File: config.mk
export PLATFORM = sky130hd
export DESIGN_NAME = variable_width_bit_packer_unit
export DESIGN_NICKNAME = d
export VERILOG_FILES = /design/src/rtl/core/vwbp_pkg.sv /design/src/rtl/core/variable_width_bit_packer_unit.sv
export VERILOG_INCLUDE_DIRS = /design/src /design/src/rtl/core
export SDC_FILE = /design/constraint.sdc
export NUM_CORES = 1
export LEC_CHECK = 0
export ABC_CLOCK_PERIOD_IN_PS = 8029
export BUFFER_PORTS_ARGS = -buffer_cell sky130_fd_sc_hd__clkbuf_2
export CORE_MARGIN = 2
export CORE_UTILIZATION = 60
export CTS_BUF_LIST = sky130_fd_sc_hd__clkbuf_2 sky130_fd_sc_hd__clkbuf_4 sky130_fd_sc_hd__clkbuf_8
export CTS_CLUSTER_DIAMETER = 100
export DETAILED_ROUTE_END_ITERATION = 12
export HOLD_SLACK_MARGIN = 0.05
export PLACE_DENSITY = 0.82
export SKIP_CTS_REPAIR_TIMING = 1
export SYNTH_ARGS = -nofsm -noshare
export SYNTH_HDL_FRONTEND = slang
export SYNTH_SLANG_ARGS = --single-unit
File: constraint.sdc
create_clock -name clk -period 8.03 [get_ports clk]
set_input_delay 0.4015 -clock clk [delete_from_list [all_inputs] [get_ports clk]]
set_output_delay 0.4015 -clock clk [all_outputs]
set_load 0.005 [all_outputs]
File: src/rtl/core/variable_width_bit_packer_unit_defines.svh
// ---------------------------------------------------------------------------
// Assertion macros for the variable width bit packer
// Short concurrent assertion forms, clocked on clk, held off during reset.
// ---------------------------------------------------------------------------
`ifndef VARIABLE_WIDTH_BIT_PACKER_UNIT_DEFINES_SVH
`define VARIABLE_WIDTH_BIT_PACKER_UNIT_DEFINES_SVH

// Check an invariant at every clock edge out of reset.
`define VWBP_ASSERT_ALWAYS(label, expr, msg) \
  label: assert property (@(posedge clk) disable iff (!rst_n) (expr)) \
    else $error(msg);

// Check that a condition implies another in the same cycle.
`define VWBP_ASSERT_IMPLY(label, ante, cons, msg) \
  label: assert property (@(posedge clk) disable iff (!rst_n) (ante) |-> (cons)) \
    else $error(msg);

`endif

File: src/rtl/core/vwbp_pkg.sv
// ---------------------------------------------------------------------------
// vwbp_pkg
// Shared constants and codes for the variable width bit packer.
// ---------------------------------------------------------------------------
`default_nettype none

package vwbp_pkg;

  localparam int unsigned BYTE_BITS   = 8;
  localparam int unsigned FIELD_BITS  = 32;   // width of the value field
  localparam int unsigned MAX_RESULTS = 4;    // bytes delivered per request at most
  localparam int unsigned NB_W        = 3;    // byte counter, holds 0..MAX_RESULTS

  localparam int unsigned IN_DATA_W   = 40;   // value + nbits, byte padded
  localparam int unsigned CNT_IN_W    = 6;

  // request opcodes (in_tuser)
  localparam logic OP_WRITE = 1'b0;
  localparam logic OP_FLUSH = 1'b1;

  // sequencer states
  localparam logic [0:0] ST_IDLE = 1'b0;
  localparam logic [0:0] ST_RUN  = 1'b1;

  typedef logic [BYTE_BITS-1:0] byte_t;

endpackage

`default_nettype wire

File: src/rtl/core/variable_width_bit_packer_unit.sv
// ---------------------------------------------------------------------------
// variable_width_bit_packer_unit
// Packs 1 to VALUE_WIDTH bit values into a byte stream, MSB first, keeping
// up to seven pending bits between requests; a flush emits the partial byte.
// ---------------------------------------------------------------------------
//  channel | dir | ports                        | contents
//  in_     | in  | tvalid tready tdata tuser    | value, nbits / op
//  out_    | out | tvalid tready tdata tlast     | out_byte / last
//
//  A write is accepted, then runs one step per chunk: a chunk is at
//  most 8 - pending bits, so a write of n bits with p pending runs
//  ceil((p + n) / 8) steps; a flush runs one step. The single chunk
//  shifter in the step loop sets these step counts.
//  Writes of zero bits and flushes with nothing pending finish on accept.
//  A step waits while the output register holds a byte not yet taken.
//  Reset (rst_n low, synchronous) clears the pending bits and the sequencer.
// ---------------------------------------------------------------------------
`default_nettype none

`include "variable_width_bit_packer_unit_defines.svh"

module variable_width_bit_packer_unit #(
  parameter int unsigned VALUE_WIDTH = 32
) (
  input  wire logic                             clk,
  input  wire logic                             rst_n,
  // [31:0] value, [37:32] nbits, [39:38] zero
  input  wire logic [vwbp_pkg::IN_DATA_W-1:0]   in_tdata,
  // [0] op
  input  wire logic                             in_tuser,
  input  wire logic                             in_tvalid,
  output logic                                  in_tready,
  // [7:0] out_byte
  output logic [vwbp_pkg::BYTE_BITS-1:0]        out_tdata,
  output logic                                  out_tlast,
  output logic                                  out_tvalid,
  input  wire logic                             out_tready
);

  import vwbp_pkg::*;

  // counter wide enough for VALUE_WIDTH itself
  localparam int unsigned CW = $clog2(VALUE_WIDTH + 1);
  // compare width for saturating the 6-bit count field
  localparam int unsigned EW = (CW > CNT_IN_W) ? CW : CNT_IN_W;

  // request fields
  logic [FIELD_BITS-1:0] in_value;
  logic [CNT_IN_W-1:0]   in_nbits;
  logic [CW-1:0]         cnt_sat;

  assign in_value = in_tdata[FIELD_BITS-1:0];
  assign in_nbits = in_tdata[FIELD_BITS +: CNT_IN_W];

  // clamp nbits to VALUE_WIDTH
  assign cnt_sat = (EW'(in_nbits) > EW'(VALUE_WIDTH)) ? CW'(VALUE_WIDTH)
                                                       : CW'(in_nbits);

  // sequencer and working registers
  logic [0:0]             state_r;
  logic                   op_r;
  logic [VALUE_WIDTH-1:0] v_r;
  logic [CW-1:0]          cnt_r;
  logic [NB_W-1:0]        nb_r;
  logic [6:0]             pend_bits_r;
  logic [2:0]             pend_cnt_r;

  // output register
  logic                   out_valid_r;
  byte_t                  out_data_r;
  logic                   out_last_r;

  assign in_tready  = (state_r == ST_IDLE);
  assign out_tvalid = out_valid_r;
  assign out_tdata  = out_data_r;
  assign out_tlast  = out_last_r;

  // a step may run when the output register is empty or being drained
  logic slot_free;
  assign slot_free = !out_valid_r || out_tready;

  // shared chunk unit: take the top bits of what remains, place them above
  // the pending bits
  logic [3:0]             take_lim;
  logic [3:0]             take;
  logic [CW-1:0]          sh;
  logic [VALUE_WIDTH-1:0] shifted;
  byte_t                  chunk_mask;
  byte_t                  chunk;
  byte_t                  acc;
  logic [3:0]             sum_cnt;
  logic                   emit;
  logic [CW-1:0]          cnt_rem;
  logic                   byte_last;
  logic                   byte_keep;
  logic                   load_byte;

  assign take_lim   = 4'(BYTE_BITS) - {1'b0, pend_cnt_r};
  assign take       = (cnt_r < CW'(take_lim)) ? 4'(cnt_r) : take_lim;
  assign sh         = cnt_r - CW'(take);
  assign shifted    = v_r >> sh;
  assign chunk_mask = BYTE_BITS'((9'd1 << take) - 9'd1);
  assign chunk      = shifted[BYTE_BITS-1:0] & chunk_mask;
  assign acc        = {1'b0, pend_bits_r} | (chunk << pend_cnt_r);
  assign sum_cnt    = {1'b0, pend_cnt_r} + take;
  assign emit       = sum_cnt[3];
  assign cnt_rem    = sh;
  // the final byte: nothing whole remains, or the result budget is used up
  assign byte_last  = (cnt_rem < CW'(BYTE_BITS)) || (nb_r == NB_W'(MAX_RESULTS - 1));
  // bytes beyond the budget are dropped, the pending state still advances
  assign byte_keep  = (nb_r < NB_W'(MAX_RESULTS));
  // a byte enters the output register on this step
  assign load_byte  = (state_r == ST_RUN) && slot_free &&
                      ((op_r == OP_FLUSH) || (emit && byte_keep));

  always_ff @(posedge clk) begin
    if (!rst_n) begin
      state_r     <= ST_IDLE;
      nb_r        <= '0;
      pend_bits_r <= '0;
      pend_cnt_r  <= '0;
      out_valid_r <= 1'b0;
    end else begin
      // load a new byte, or drop the one taken
      if (load_byte) begin
        out_valid_r <= 1'b1;
      end else if (out_tready) begin
        out_valid_r <= 1'b0;
      end
      unique case (state_r)
        ST_IDLE: begin
          if (in_tvalid) begin
            op_r  <= in_tuser;
            v_r   <= VALUE_WIDTH'(in_value);
            cnt_r <= cnt_sat;
            nb_r  <= '0;
            if (in_tuser == OP_FLUSH) begin
              if (pend_cnt_r != 3'd0) begin
                state_r <= ST_RUN;
              end
            end else if (cnt_sat != '0) begin
              state_r <= ST_RUN;
            end
          end
        end
        ST_RUN: begin
          if (slot_free) begin
            if (op_r == OP_FLUSH) begin
              out_data_r  <= {1'b0, pend_bits_r};
              out_last_r  <= 1'b1;
              pend_bits_r <= '0;
              pend_cnt_r  <= '0;
              state_r     <= ST_IDLE;
            end else begin
              if (emit) begin
                pend_bits_r <= '0;
                pend_cnt_r  <= '0;
                if (byte_keep) begin
                  out_data_r  <= acc;
                  out_last_r  <= byte_last;
                  nb_r        <= nb_r + NB_W'(1);
                end
              end else begin
                pend_bits_r <= acc[6:0];
                pend_cnt_r  <= sum_cnt[2:0];
              end
              cnt_r <= cnt_rem;
              if (cnt_rem == '0) begin
                state_r <= ST_IDLE;
              end
            end
          end
        end
        default: begin
          state_r <= ST_IDLE;
        end
      endcase
    end
  end

  logic run_write;
  logic run_flush;
  assign run_write = (state_r == ST_RUN) && (op_r == OP_WRITE);
  assign run_flush = (state_r == ST_RUN) && (op_r == OP_FLUSH);

  // pending bits above the pending count are always clear
  `VWBP_ASSERT_ALWAYS(a_pend_clean, (7'(pend_bits_r >> pend_cnt_r) == 7'd0), "pending bits dirty")
  // a running write always has bits left
  `VWBP_ASSERT_IMPLY(a_run_write, run_write, (cnt_r != '0), "write running with no bits")
  // a running flush always has a partial byte
  `VWBP_ASSERT_IMPLY(a_run_flush, run_flush, (pend_cnt_r != 3'd0), "flush with nothing pending")
  // never more bytes than the budget
  `VWBP_ASSERT_ALWAYS(a_nb_bound, (nb_r <= NB_W'(MAX_RESULTS)), "byte budget exceeded")

endmodule

`default_nettype wire

Yosys cells after proc, flatten, opt, wreduce, memory -nomap -nowiden
Index checks and enable logic that the tools add are counted.
{ "totals": {"register_bits": 63} }
{ "classes": {"addsub": 5, "n_reduce_logical": 18, "bitwise": 3, "shifts": 3, "n_lt_le_gt_ge": 4, "eq_ne": 6, "n_mux": 31} }
{ "op_table": {"columns": ["operator", "n"], "rows": [
  ["$shr 32x6->8", 1],
  ["$mux 6", 4],
  ["$mux 3", 7],
  ["$mux 7", 3],
  ["$mux 8", 2],
  ["$pmux 6 s2", 1],
  ["$mux 1", 11],
  ["$reduce_and 5->1", 2],
  ["$and 8x8->8", 1],
  ["$or 7x8->8", 1],
  ["$shl 1x4->8 const A", 1],
  ["$shl 8x3->8", 1],
  ["$sub 8x1->8 const B", 1],
  ["$gt 6x6->1 const B", 1],
  ["$logic_not 6->1", 1],
  ["$lt 6x4->1", 1],
  ["$lt 6x4->1 const B", 1],
  ["$ne 2x1->1 const B", 3],
  ["$pmux 3 s2", 1],
  ["$reduce_bool 2->1", 3],
  ["$reduce_bool 6->1", 1],
  ["$sub 6x4->6", 1],
  ["$add 3x4->4", 1],
  ["$mux 4", 1],
  ["other kinds (14)", 19]
]} }

Logic depth before layout (Yosys ltp)
Gate-level depths: netlist of the first run.
{ "logic_depth": {"ltp_word": 11, "mapped_depth": 22, "ltp_nobuf": 18} }

Worst setup path after synthesis of the first run
Ideal clock, no wire load.
{ "synth_timing": {"path_type": "flip-flop to flip-flop", "start": "register pend_cnt_r[1]", "end": "register out_data_r[4], in the netlist out_tdata[4] (data pin)", "setup_time_ns": 0.265, "t_arrival_ns": 5.111, "t_required_ns": 7.765, "path_slack_ns": 2.654, "stages_incl_launch_ff": 21, "cell_sequence": "dfxtp_1 buf_2 clkinv_1 ha_1 inv_1 ha_1 a21oi_1 o21a_1 mux2i_1 inv_1 ha_1 fa_1 buf_2 clkbuf_1 mux4_2 mux2i_1 mux2i_1 a22oi_1 o32ai_1 a221oi_1 o21bai_1"} }
{ "synth_via": {"elab_chain_cells": 11, "elab_cells_between_ends": 13, "cone_classes": "3 x add/sub; 1 x order compare; 3 x shift; 4 x mux; 2 x bitwise"} }
{ "synth_rtl": {"columns": ["item", "line_no", "rtl"], "rows": [
  ["from (decl)", "variable_width_bit_packer_unit.sv:66", "logic [2:0] pend_cnt_r;"],
  ["from (signal assigned)", "variable_width_bit_packer_unit.sv:165", "pend_cnt_r <= sum_cnt[2:0];"],
  ["$sub 4x3->4", "variable_width_bit_packer_unit.sv:98", "assign take_lim = 4'(BYTE_BITS) - {1'b0, pend_cnt_r};"],
  ["$lt 6x4->1", "variable_width_bit_packer_unit.sv:99", "assign take = (cnt_r < CW'(take_lim)) ? 4'(cnt_r) : take_lim;"],
  ["$mux 4", "variable_width_bit_packer_unit.sv:99", null],
  ["$sub 6x4->6 or $shl 1x4->8 (tied branches)", "variable_width_bit_packer_unit.sv:100, variable_width_bit_packer_unit.sv:102", null],
  ["$shr 32x6->8 or $sub 8x1->8 (tied branches)", "variable_width_bit_packer_unit.sv:101, variable_width_bit_packer_unit.sv:102", null],
  ["$and 8x8->8", "variable_width_bit_packer_unit.sv:103", "assign chunk = shifted[BYTE_BITS-1:0] & chunk_mask;"],
  ["$shl 8x3->8 (*)", "variable_width_bit_packer_unit.sv:104", "assign acc = {1'b0, pend_bits_r} | (chunk << pend_cnt_r);"],
  ["$or 7x8->8 (*)", "variable_width_bit_packer_unit.sv:104", null],
  ["$mux 8 (*)", "variable_width_bit_packer_unit.sv:158", "if (byte_keep) begin"],
  ["$mux 8 (*)", "variable_width_bit_packer_unit.sv:155", "if (emit) begin"],
  ["$mux 7 (*)", "variable_width_bit_packer_unit.sv:148", "if (op_r == OP_FLUSH) begin"],
  ["to (signal assigned)", "variable_width_bit_packer_unit.sv:149", "out_data_r <= {1'b0, pend_bits_r};"],
  ["to (decl)", "variable_width_bit_packer_unit.sv:70", "byte_t out_data_r;"]
]} }
Every way passes the cells marked *; elsewhere a longest branch is shown, timed or not. The select of a mux whose other input is x is not followed.
A chain may end at the register's enable or synchronous reset.

Worst setup path in the final report of the first run
Same ends and word-level chain as after synthesis.

==> results of run 1 <==
-- cell families (layout without fill, tap and decap cells) --
family	Yosys count	count (layout)	synth area share
muxes	88	88	0.246
buffers and inverters	50	99	0.0507
AOI/OAI and AO/OA	97	97	0.149
xor gates and xnor gates	6	6	0.0150
and+or+nand+nor	121	121	0.131
adders and majority gates	15	15	0.0426
DFF	63	63	0.366
-- metrics by stage --
step / total power (uW) / instances / area [sq um] / util / setup WS, ps
final: 952 / 591 / 5260 / 0.684 / 1260
after global routing: 989 / 591 / 5260 / 0.684 / 856
after CTS: 950 / 591 / 5260 / 0.684 / 1430
after detailed placement: 661 / 575 / 5060 / 0.659 / 1480
after global placement: 656 / 575 / 5060 / 0.659 / 1610
after floorplan: 603 / 440 / 4760 / - / 2650
-- area by class of cell --
type / instances / area (sq um) / share of cell area
Inverter: 21 / 78.8 / 0.0150
Multi-Input combinational cell: 327 / 2780 / 0.529
Clock inverter: 7 / 72.6 / 0.0138
Clock buffer: 9 / 124 / 0.0236
Sequential cell: 63 / 1740 / 0.331
Timing Repair Buffer: 62 / 333 / 0.0633
Tap cell: 102 / 128 / 0.0243
-- layer usage --
layer	share of wire	wire [microns]
met1	0.41	4520
met3	0.058	646
met5	0	0
met2	0.51	5640
met4	0.025	282
-- power groups by stage --
stage                     Combinational [uW]  Sequential, uW  Clock [uW]
after floorplan                          223             380           0
after global placement                   271             385           0
after detailed placement                 276             386           0
after CTS                                279             379         292
after global routing                     306             380         303
final                                    284             379         289
-- state kept, by name (all words and copies together), names as in the netlist --
register and count:
pend_cnt_r 3, v_r 32, cnt_r 6, pend_bits_r 7, state_r 1, op_r 1, nb_r 3, out_tdata 8
out_tlast 1, out_tvalid 1
-- worst reg2reg max path, delay by kind of cell (launching register included) --
kind / cells / cell delay [ps]
flip-flops: 1 / 320
adder cells (fa/ha/maj): 3 / 990
AND/OR/NAND/NOR: 3 / 650
buffers and inverters: 3 / 600
multiplexers: 2 / 890
AO/OA/AOI/OAI: 8 / 3040
-- cells in the mapped netlist, types with 2 or more instances --
cell type,instances
sky130_fd_sc_hd__a21o_1,3
sky130_fd_sc_hd__a21oi_1,11
sky130_fd_sc_hd__a22o_1,2
sky130_fd_sc_hd__a22oi_1,11
sky130_fd_sc_hd__a31o_2,4
sky130_fd_sc_hd__a31oi_1,3
sky130_fd_sc_hd__a32oi_1,3
sky130_fd_sc_hd__and2_1,4
sky130_fd_sc_hd__and3_1,3
sky130_fd_sc_hd__buf_2,15
sky130_fd_sc_hd__buf_6,2
sky130_fd_sc_hd__clkbuf_1,9
sky130_fd_sc_hd__clkinv_1,2
sky130_fd_sc_hd__dfxtp_1,15
sky130_fd_sc_hd__edfxtp_1,48
sky130_fd_sc_hd__fa_1,2
sky130_fd_sc_hd__ha_1,13
sky130_fd_sc_hd__inv_1,19
sky130_fd_sc_hd__mux2_2,4
sky130_fd_sc_hd__mux2i_1,60
sky130_fd_sc_hd__mux4_2,22
sky130_fd_sc_hd__nand2_1,22
sky130_fd_sc_hd__nand2b_1,4
sky130_fd_sc_hd__nand3_1,8
sky130_fd_sc_hd__nand4_1,2
sky130_fd_sc_hd__nor2_1,31
sky130_fd_sc_hd__nor2b_1,9
sky130_fd_sc_hd__nor3_1,17
sky130_fd_sc_hd__nor3b_1,2
sky130_fd_sc_hd__nor4_1,6
sky130_fd_sc_hd__o211ai_1,3
sky130_fd_sc_hd__o21a_1,4
sky130_fd_sc_hd__o21ai_0,17
sky130_fd_sc_hd__o21ai_1,5
sky130_fd_sc_hd__o21ai_2,2
sky130_fd_sc_hd__o221ai_1,2
sky130_fd_sc_hd__o22ai_1,3
sky130_fd_sc_hd__o22ai_2,2
sky130_fd_sc_hd__o31ai_1,4
sky130_fd_sc_hd__or3_1,5
sky130_fd_sc_hd__xor2_1,4
-- worst paths after layout --
path | startpoint | end | slack (ps) | cells after the start
hold / removal | in_tdata[18] | v_r[18] | 200 | 1
hold reg to reg | pend_bits_r[4] | pend_bits_r[4] | 470 | 2
setup / recovery | pend_cnt_r[1] | out_tdata[4] | 1260 | 19
setup reg to reg | pend_cnt_r[1] | out_tdata[4] | 1260 | 19
==> impl_metrics.prom, run 1 <==
# TYPE chip_impl_metric gauge
chip_impl_info{name="cpLargestDelayFamily",value="compound AO/OA/AOI/OAI gates"} 1
chip_impl_metric{name="portBuffers",unit=""} 53
chip_impl_metric{name="timing.critical_path.arrival",unit="ps"} 6870
chip_impl_metric{name="avgSynthCellArea",unit="sq um"} 10.8
chip_impl_metric{name="pin_count",unit=""} 56
chip_impl_metric{name="core_region_area",unit="sq um"} 7690
chip_impl_metric{name="routedWlPerCell",unit="microns"} 18.8
chip_impl_metric{name="worstSkewPairLatency",unit="ps"} 370
chip_impl_metric{name="max_slew.worst_pin.slew",unit="ps"} 1270
chip_impl_info{name="worst_path_class_setup",value="flop to flop"} 1
chip_impl_info{name="critical_path.cell_chain",value="buf_4 -> clkinv_1 -> ha_1 -> ha_1 -> nand2b_1 -> nand3_1 -> o21ai_2 -> mux2i_1 -> inv_1 -> ha_1 -> nor2b_1 -> o32a_1 -> o311ai_0 -> a22oi_2 -> mux2i_1 -> a22oi_1 -> o32ai_1 -> a221oi_1 -> o21bai_1"} 1
chip_impl_info{name="status",value="completed"} 1
chip_impl_metric{name="grt_start_max_net_pins",unit=""} 34
chip_impl_metric{name="finish.net_count",unit=""} 544
chip_impl_metric{name="p_int",unit="uW"} 636
chip_impl_info{name="tritoncts",value="built"} 1
chip_impl_info{name="crit_top_cell",value="sky130_fd_sc_hd__ha_1"} 1
chip_impl_info{name="holdCritPathClass",value="input port to flop"} 1
chip_impl_metric{name="syn-num-nets",unit=""} 500
chip_impl_metric{name="critPathMaxStageDelay",unit="ps"} 870
chip_impl_metric{name="initial_core_util",unit=""} 0.619
chip_impl_metric{name="synth_enable_flop_cells",unit=""} 48
chip_impl_metric{name="tritoncts.num_buffers",unit=""} 9
chip_impl_metric{name="ys_ff_latch",unit=""} 63
chip_impl_metric{name="power_per_cell_area",unit="nW/um^2"} 181
chip_impl_metric{name="worst_clock_skew",unit="ps"} 19.4
chip_impl_metric{name="numClockSinks",unit=""} 63
chip_impl_info{name="layout.cells.most_common",value="sky130_fd_sc_hd__mux2i_1"} 1
chip_impl_metric{name="swShare",unit=""} 0.333
chip_impl_info{name="worst_setup_path_start_kind",value="flop"} 1
chip_impl_metric{name="antenna_left",unit=""} 0
chip_impl_metric{name="finalSetupViolations",unit=""} 0
chip_impl_metric{name="first_global_vias",unit=""} 3833
chip_impl_metric{name="flow.area_growth_from_synthesis",unit="%"} 10.5
chip_impl_metric{name="initialDrtViolationCount",unit=""} 223
chip_impl_info{name="synth.largest_area_cell",value="sky130_fd_sc_hd__edfxtp_1"} 1
chip_impl_metric{name="route.final.wire_length",unit="microns"} 11100
chip_impl_metric{name="synth-seq-area-share",unit=""} 0.366
chip_impl_metric{name="antenna_violations_before_repair",unit=""} 0
chip_impl_metric{name="route.detailed.drc",unit=""} 0
chip_impl_metric{name="rows",unit=""} 32
chip_impl_metric{name="final_hold_viol_count",unit=""} 0
chip_impl_metric{name="clk_transition_reported_paths",unit="ps"} 90
chip_impl_metric{name="die-area",unit="sq um"} 8660
chip_impl_metric{name="place.gp.congestion",unit=""} 0.936
chip_impl_metric{name="post_synth_num_cell_types",unit=""} 74
chip_impl_metric{name="fillCellCount",unit=""} 588
chip_impl_metric{name="clock_path_buffers",unit=""} 2
chip_impl_metric{name="cp.buffers_inverters",unit=""} 3
chip_impl_metric{name="grt_use_met1",unit=""} 0.350
chip_impl_metric{name="syn_inst",unit=""} 440
chip_impl_metric{name="ys.warnings.count",unit=""} 0
chip_impl_metric{name="layout-drive-gt1-share",unit=""} 0.252
chip_impl_metric{name="cellLeakagePower",unit="uW"} 0.00209
chip_impl_info{name="global_route.peak_usage_layer",value="met2"} 1
chip_impl_metric{name="p_sw",unit="uW"} 317
chip_impl_metric{name="track_usage",unit=""} 0.276
chip_impl_info{name="mostFrequentLayoutCells",value="60 x sky130_fd_sc_hd__mux2i_1, 53 x sky130_fd_sc_hd__clkbuf_2, 48 x sky130_fd_sc_hd__edfxtp_1"} 1
chip_impl_info{name="unrepaired_setup_endpoints_after_global_routing",value="false"} 1
chip_impl_metric{name="final.period_utilization",unit=""} 0.843
chip_impl_metric{name="seq_power_share",unit=""} 0.398
chip_impl_metric{name="comb_power_share",unit=""} 0.298
chip_impl_metric{name="detailroute.via_count",unit=""} 3827
chip_impl_metric{name="dieHeight",unit="microns"} 93.1
chip_impl_info{name="timing.critical_path.slowest_stage_cell",value="sky130_fd_sc_hd__a22oi_2"} 1
chip_impl_metric{name="vdd_ir_drop_max",unit="V"} 0.000197
chip_impl_metric{name="overflow",unit=""} 0
chip_impl_metric{name="vias_per_cell",unit=""} 6.48
chip_impl_metric{name="grt_pass1_wl",unit="microns"} 18500
chip_impl_metric{name="period_needed",unit="ps"} 6770
chip_impl_metric{name="hold-worst-slack",unit="ps"} 203
chip_impl_metric{name="die_x",unit="microns"} 93.1
chip_impl_metric{name="global_route.usage.met2",unit=""} 0.469
chip_impl_metric{name="fin_tns_setup",unit="ps"} 0
chip_impl_metric{name="firstDrtPassIters",unit=""} 6
chip_impl_metric{name="cp_max_fo",unit=""} 15
chip_impl_metric{name="diodes",unit=""} 0
chip_impl_metric{name="netlist.area_leader.share",unit=""} 0.303
chip_impl_info{name="clk_root_buffer_cell",value="sky130_fd_sc_hd__clkbuf_8"} 1
chip_impl_metric{name="relSlewSlack",unit=""} 0.144
chip_impl_info{name="top_ff_cell_synth",value="sky130_fd_sc_hd__edfxtp_1"} 1
chip_impl_metric{name="dpl.hpwl",unit="microns"} 7870
chip_impl_metric{name="critPathRequiredTime",unit="ps"} 8130
chip_impl_metric{name="mappedNetlistArea",unit="sq um"} 4760
chip_impl_info{name="timing.critical_path.to_type",value="flop"} 1
chip_impl_metric{name="p_clk_frac",unit=""} 0.304
chip_impl_metric{name="async_flop_share",unit=""} 0
chip_impl_metric{name="fmax",unit="MHz"} 148
chip_impl_metric{name="drv_cap",unit=""} 0
chip_impl_metric{name="slew_violations",unit=""} 0
chip_impl_info{name="synth_top_cells_by_area",value="sky130_fd_sc_hd__edfxtp_1 30%, sky130_fd_sc_hd__mux2i_1 13%, sky130_fd_sc_hd__mux4_2 10%, sky130_fd_sc_hd__dfxtp_1 6.3%, sky130_fd_sc_hd__ha_1 3.4%"} 1
chip_impl_metric{name="cts_htree_levels",unit=""} 3
chip_impl_metric{name="grt.met3_usage",unit=""} 0.0475
No activity file was read; power rests on OpenSTA's default activity.
==> inputs of run 2 (changes only) <==
--- a/config.mk
+++ b/config.mk
@@ -6,15 +6,16 @@
 export SDC_FILE = /design/constraint.sdc
 export NUM_CORES = 1
 export LEC_CHECK = 0
-export ABC_CLOCK_PERIOD_IN_PS = 8029
+export ABC_AREA = 1
+export ABC_CLOCK_PERIOD_IN_PS = 6200
 export BUFFER_PORTS_ARGS = -buffer_cell sky130_fd_sc_hd__clkbuf_2
 export CORE_MARGIN = 2
-export CORE_UTILIZATION = 60
+export CORE_UTILIZATION = 55
 export CTS_BUF_LIST = sky130_fd_sc_hd__clkbuf_2 sky130_fd_sc_hd__clkbuf_4 sky130_fd_sc_hd__clkbuf_8
 export CTS_CLUSTER_DIAMETER = 100
 export DETAILED_ROUTE_END_ITERATION = 12
 export HOLD_SLACK_MARGIN = 0.05
-export PLACE_DENSITY = 0.82
+export PLACE_DENSITY = 0.79
 export SKIP_CTS_REPAIR_TIMING = 1
 export SYNTH_ARGS = -nofsm -noshare
 export SYNTH_HDL_FRONTEND = slang
==> constraint.sdc (replaced) <==
create_clock -name clk -period 6.2 [get_ports clk]
set_input_delay 0.31 -clock clk [delete_from_list [all_inputs] [get_ports clk]]
set_output_delay 0.31 -clock clk [all_outputs]
set_load 0.005 [all_outputs]
==> impl_metrics.prom, run 2 <==
# TYPE chip_impl_metric gauge
chip_impl_info{name="status",value="completed"} 1
chip_impl_metric{name="synth-seq-area-share",unit=""} 0.387
chip_impl_metric{name="fmax",unit="MHz"} 194
chip_impl_metric{name="tritoncts.num_buffers",unit=""} 9
chip_impl_metric{name="vdd_ir_drop_max",unit="V"} 0.000156
chip_impl_info{name="synth.largest_area_cell",value="sky130_fd_sc_hd__edfxtp_1"} 1
chip_impl_metric{name="critPathRequiredTime",unit="ps"} 6300
chip_impl_metric{name="detailroute.via_count",unit=""} 4280
chip_impl_metric{name="finish.instance_area",unit="sq um"} 5020
chip_impl_metric{name="period_needed",unit="ps"} 5150
chip_impl_metric{name="drv_cap",unit=""} 0
chip_impl_metric{name="initialDrtViolationCount",unit=""} 241
chip_impl_metric{name="worst_clock_skew",unit="ps"} 21.4
chip_impl_metric{name="layout-drive-gt1-share",unit=""} 0.142
chip_impl_metric{name="relSlewSlack",unit=""} 0.445
chip_impl_metric{name="finalSetupViolations",unit=""} 0
chip_impl_metric{name="overflow",unit=""} 0
chip_impl_info{name="holdCritPathClass",value="input port to flop"} 1
chip_impl_metric{name="grt_start_max_net_pins",unit=""} 41
chip_impl_metric{name="mappedNetlistArea",unit="sq um"} 4500
chip_impl_info{name="mostFrequentLayoutCells",value="222 x sky130_fd_sc_hd__nand2_1, 71 x sky130_fd_sc_hd__o21ai_0, 65 x sky130_fd_sc_hd__inv_1"} 1
chip_impl_metric{name="antenna_left",unit=""} 0
chip_impl_metric{name="grt_pass1_wl",unit="microns"} 17800
chip_impl_metric{name="largest_register_ff_count",unit=""} 32
chip_impl_metric{name="synth_adder_area_share",unit=""} 0.0451
chip_impl_info{name="synth_top_family_by_area",value="simple AND/OR/NAND/NOR gates"} 1
chip_impl_info{name="layout.cells.most_common",value="sky130_fd_sc_hd__nand2_1"} 1
chip_impl_metric{name="syn-num-nets",unit=""} 697
chip_impl_info{name="worst_setup_path_start_kind",value="flop"} 1
chip_impl_info{name="register_with_the_most_flip_flops",value="v_r"} 1
chip_impl_metric{name="ys.warnings.count",unit=""} 0
chip_impl_metric{name="portBuffers",unit=""} 53
chip_impl_metric{name="synth_enable_flop_cells",unit=""} 48
chip_impl_metric{name="detailed_place.area",unit="sq um"} 4810
chip_impl_info{name="cpLargestDelayFamily",value="simple AND/OR/NAND/NOR gates"} 1
chip_impl_info{name="top_ff_cell_synth",value="sky130_fd_sc_hd__edfxtp_1"} 1
chip_impl_metric{name="diodes",unit=""} 0
chip_impl_metric{name="avgSynthCellArea",unit="sq um"} 7.06
chip_impl_metric{name="vias_per_cell",unit=""} 5.44
chip_impl_metric{name="core_region_area",unit="sq um"} 7810
chip_impl_metric{name="netlist.area_leader.share",unit=""} 0.321
chip_impl_info{name="tritoncts",value="built"} 1
chip_impl_metric{name="final.period_utilization",unit=""} 0.831
chip_impl_info{name="worst_path_class_setup",value="flop to flop"} 1
chip_impl_metric{name="fin_tns_setup",unit="ps"} 0
chip_impl_metric{name="async_flop_share",unit=""} 0
chip_impl_metric{name="first_global_vias",unit=""} 3974
chip_impl_metric{name="clk_transition_reported_paths",unit="ps"} 90
chip_impl_metric{name="clock_path_buffers",unit=""} 2
chip_impl_info{name="crit_top_cell",value="sky130_fd_sc_hd__nand2_1"} 1
chip_impl_metric{name="rows",unit=""} 32
chip_impl_info{name="critical_path.cell_chain",value="buf_4 -> clkinv_1 -> ha_1 -> ha_1 -> inv_1 -> nand2_1 -> inv_1 -> a21oi_4 -> nand2_4 -> nand2_1 -> o21ai_1 -> ha_1 -> fa_1 -> nand3_1 -> nand2_1 -> o21ai_0 -> nand2_1 -> nand2_1 -> nand2_1 -> nand4_1 -> nand2_1 -> o21a_1 -> nand2_1 -> o21ai_1"} 1
chip_impl_metric{name="power_per_cell_area",unit="nW/um^2"} 254
chip_impl_metric{name="cellLeakagePower",unit="uW"} 0.00236
chip_impl_metric{name="post_synth_num_cell_types",unit=""} 38
chip_impl_metric{name="routedWlPerCell",unit="microns"} 13.6
chip_impl_metric{name="fillCellCount",unit=""} 670
chip_impl_metric{name="track_usage",unit=""} 0.255
chip_impl_info{name="unrepaired_setup_endpoints_after_global_routing",value="false"} 1
chip_impl_metric{name="timing.critical_path.arrival",unit="ps"} 5250
chip_impl_metric{name="cp_max_fo",unit=""} 30
chip_impl_metric{name="cp.buffers_inverters",unit=""} 4
chip_impl_metric{name="route.final.wire_length",unit="microns"} 10700
chip_impl_info{name="timing.critical_path.to_type",value="flop"} 1
chip_impl_metric{name="antenna_violations_before_repair",unit=""} 0
chip_impl_metric{name="firstDrtPassIters",unit=""} 5
chip_impl_metric{name="cts_htree_levels",unit=""} 3
chip_impl_metric{name="pin_count",unit=""} 56
chip_impl_metric{name="critPathMaxStageDelay",unit="ps"} 510
chip_impl_info{name="timing.critical_path.slowest_stage_cell",value="sky130_fd_sc_hd__nand2_1"} 1
chip_impl_metric{name="route.detailed.drc",unit=""} 0
chip_impl_metric{name="numClockSinks",unit=""} 63
chip_impl_metric{name="finish.net_count",unit=""} 740
chip_impl_metric{name="slew_violations",unit=""} 0
chip_impl_metric{name="die_x",unit="microns"} 94.4
chip_impl_info{name="synth_top_cells_by_count",value="222 x sky130_fd_sc_hd__nand2_1, 71 x sky130_fd_sc_hd__o21ai_0, 65 x sky130_fd_sc_hd__inv_1"} 1
chip_impl_metric{name="area_share_of_xor_xnor_cells_in_the_synthesized_design",unit=""} 0.00584
chip_impl_info{name="synth.most_common_cell",value="sky130_fd_sc_hd__nand2_1"} 1
chip_impl_metric{name="synth.mux.area_fraction",unit=""} 0.0134
chip_impl_metric{name="max_slew.worst_pin.slew",unit="ps"} 831
chip_impl_metric{name="die-area",unit="sq um"} 8910
chip_impl_info{name="synth_top_cells_by_area",value="sky130_fd_sc_hd__edfxtp_1 32%, sky130_fd_sc_hd__nand2_1 19%, sky130_fd_sc_hd__o21ai_0 7.9%, sky130_fd_sc_hd__dfxtp_1 6.7%, sky130_fd_sc_hd__nand3_1 5.9%"} 1
chip_impl_metric{name="place.gp.congestion",unit=""} 0.943
chip_impl_metric{name="dieHeight",unit="microns"} 94.4
chip_impl_metric{name="initial_core_util",unit=""} 0.576
chip_impl_metric{name="dpl.hpwl",unit="microns"} 8190
chip_impl_metric{name="synth_simple_gate_area_frac",unit=""} 0.328
chip_impl_metric{name="worstSkewPairLatency",unit="ps"} 350
chip_impl_metric{name="syn_inst",unit=""} 637
chip_impl_metric{name="flow.area_growth_from_synthesis",unit="%"} 11.7
chip_impl_metric{name="final_hold_viol_count",unit=""} 0
chip_impl_info{name="clk_root_buffer_cell",value="sky130_fd_sc_hd__clkbuf_8"} 1
chip_impl_metric{name="synth_compound_area_frac",unit=""} 0.135
chip_impl_metric{name="ys_ff_latch",unit=""} 63
run 2: per-stage QoR:
| stage | total power [uW] | cells | setup WS (ps) | hold WS [ps] | util |
|---|---|---|---|---|---|
| floorplan | 796 | 637 | 1680 | 409 | - |
| global placement | 880 | 771 | 1250 | 456 | 0.616 |
| detailed placement | 888 | 771 | 1180 | 466 | 0.616 |
| CTS | 1270 | 787 | 1120 | 119 | 0.643 |
| global route | 1350 | 787 | 553 | 112 | 0.643 |
| finish | 1280 | 787 | 1050 | 128 | 0.643 |
run 2: cell type report:
type	count	area [sq um]	area share
multi-input combinational	479	2380	0.473
sequential	63	1740	0.347
timing repair buffer	58	303	0.0603
inverter	69	259	0.0516
clock buffer	11	151	0.0301
tap	102	128	0.0254
clock inverter	5	63.8	0.0127
run 2: final timing paths:
kind	slack, ps	depth (start not counted)	to	start
max	1050	24	out_tdata[3]	pend_cnt_r[0]
max reg2reg	1050	24	out_tdata[3]	pend_cnt_r[0]
min reg2reg	470	2	nb_r[1]	nb_r[1]
min	130	1	v_r[26]	in_tdata[26]
run 2: routing by layer:
metal  global-route usage  vias up  part of all wire
li1                     -     2197                 -
met1                0.351     1927              0.46
met2                0.404      134              0.47
met3               0.0471       22             0.054
met4               0.0966        0             0.024
met5                    0        -                 0
run 2: power by group:
part           switching, uW  internal, uW
sequential              9.71           477
combinational            275           127
clock                    176           211
run 2: cells by family (layout without fill, tap and decap cells):
kind of cell             count (synthesis)  count (layout)
AND/OR/NAND/NOR                        343             343
AO/OA/AOI/OAI                          112             112
buffers and inverters                   95             143
flip-flops                              63              63
adder cells (fa/ha/maj)                 15              15
multiplexers                             6               6
XOR/XNOR                                 3               3
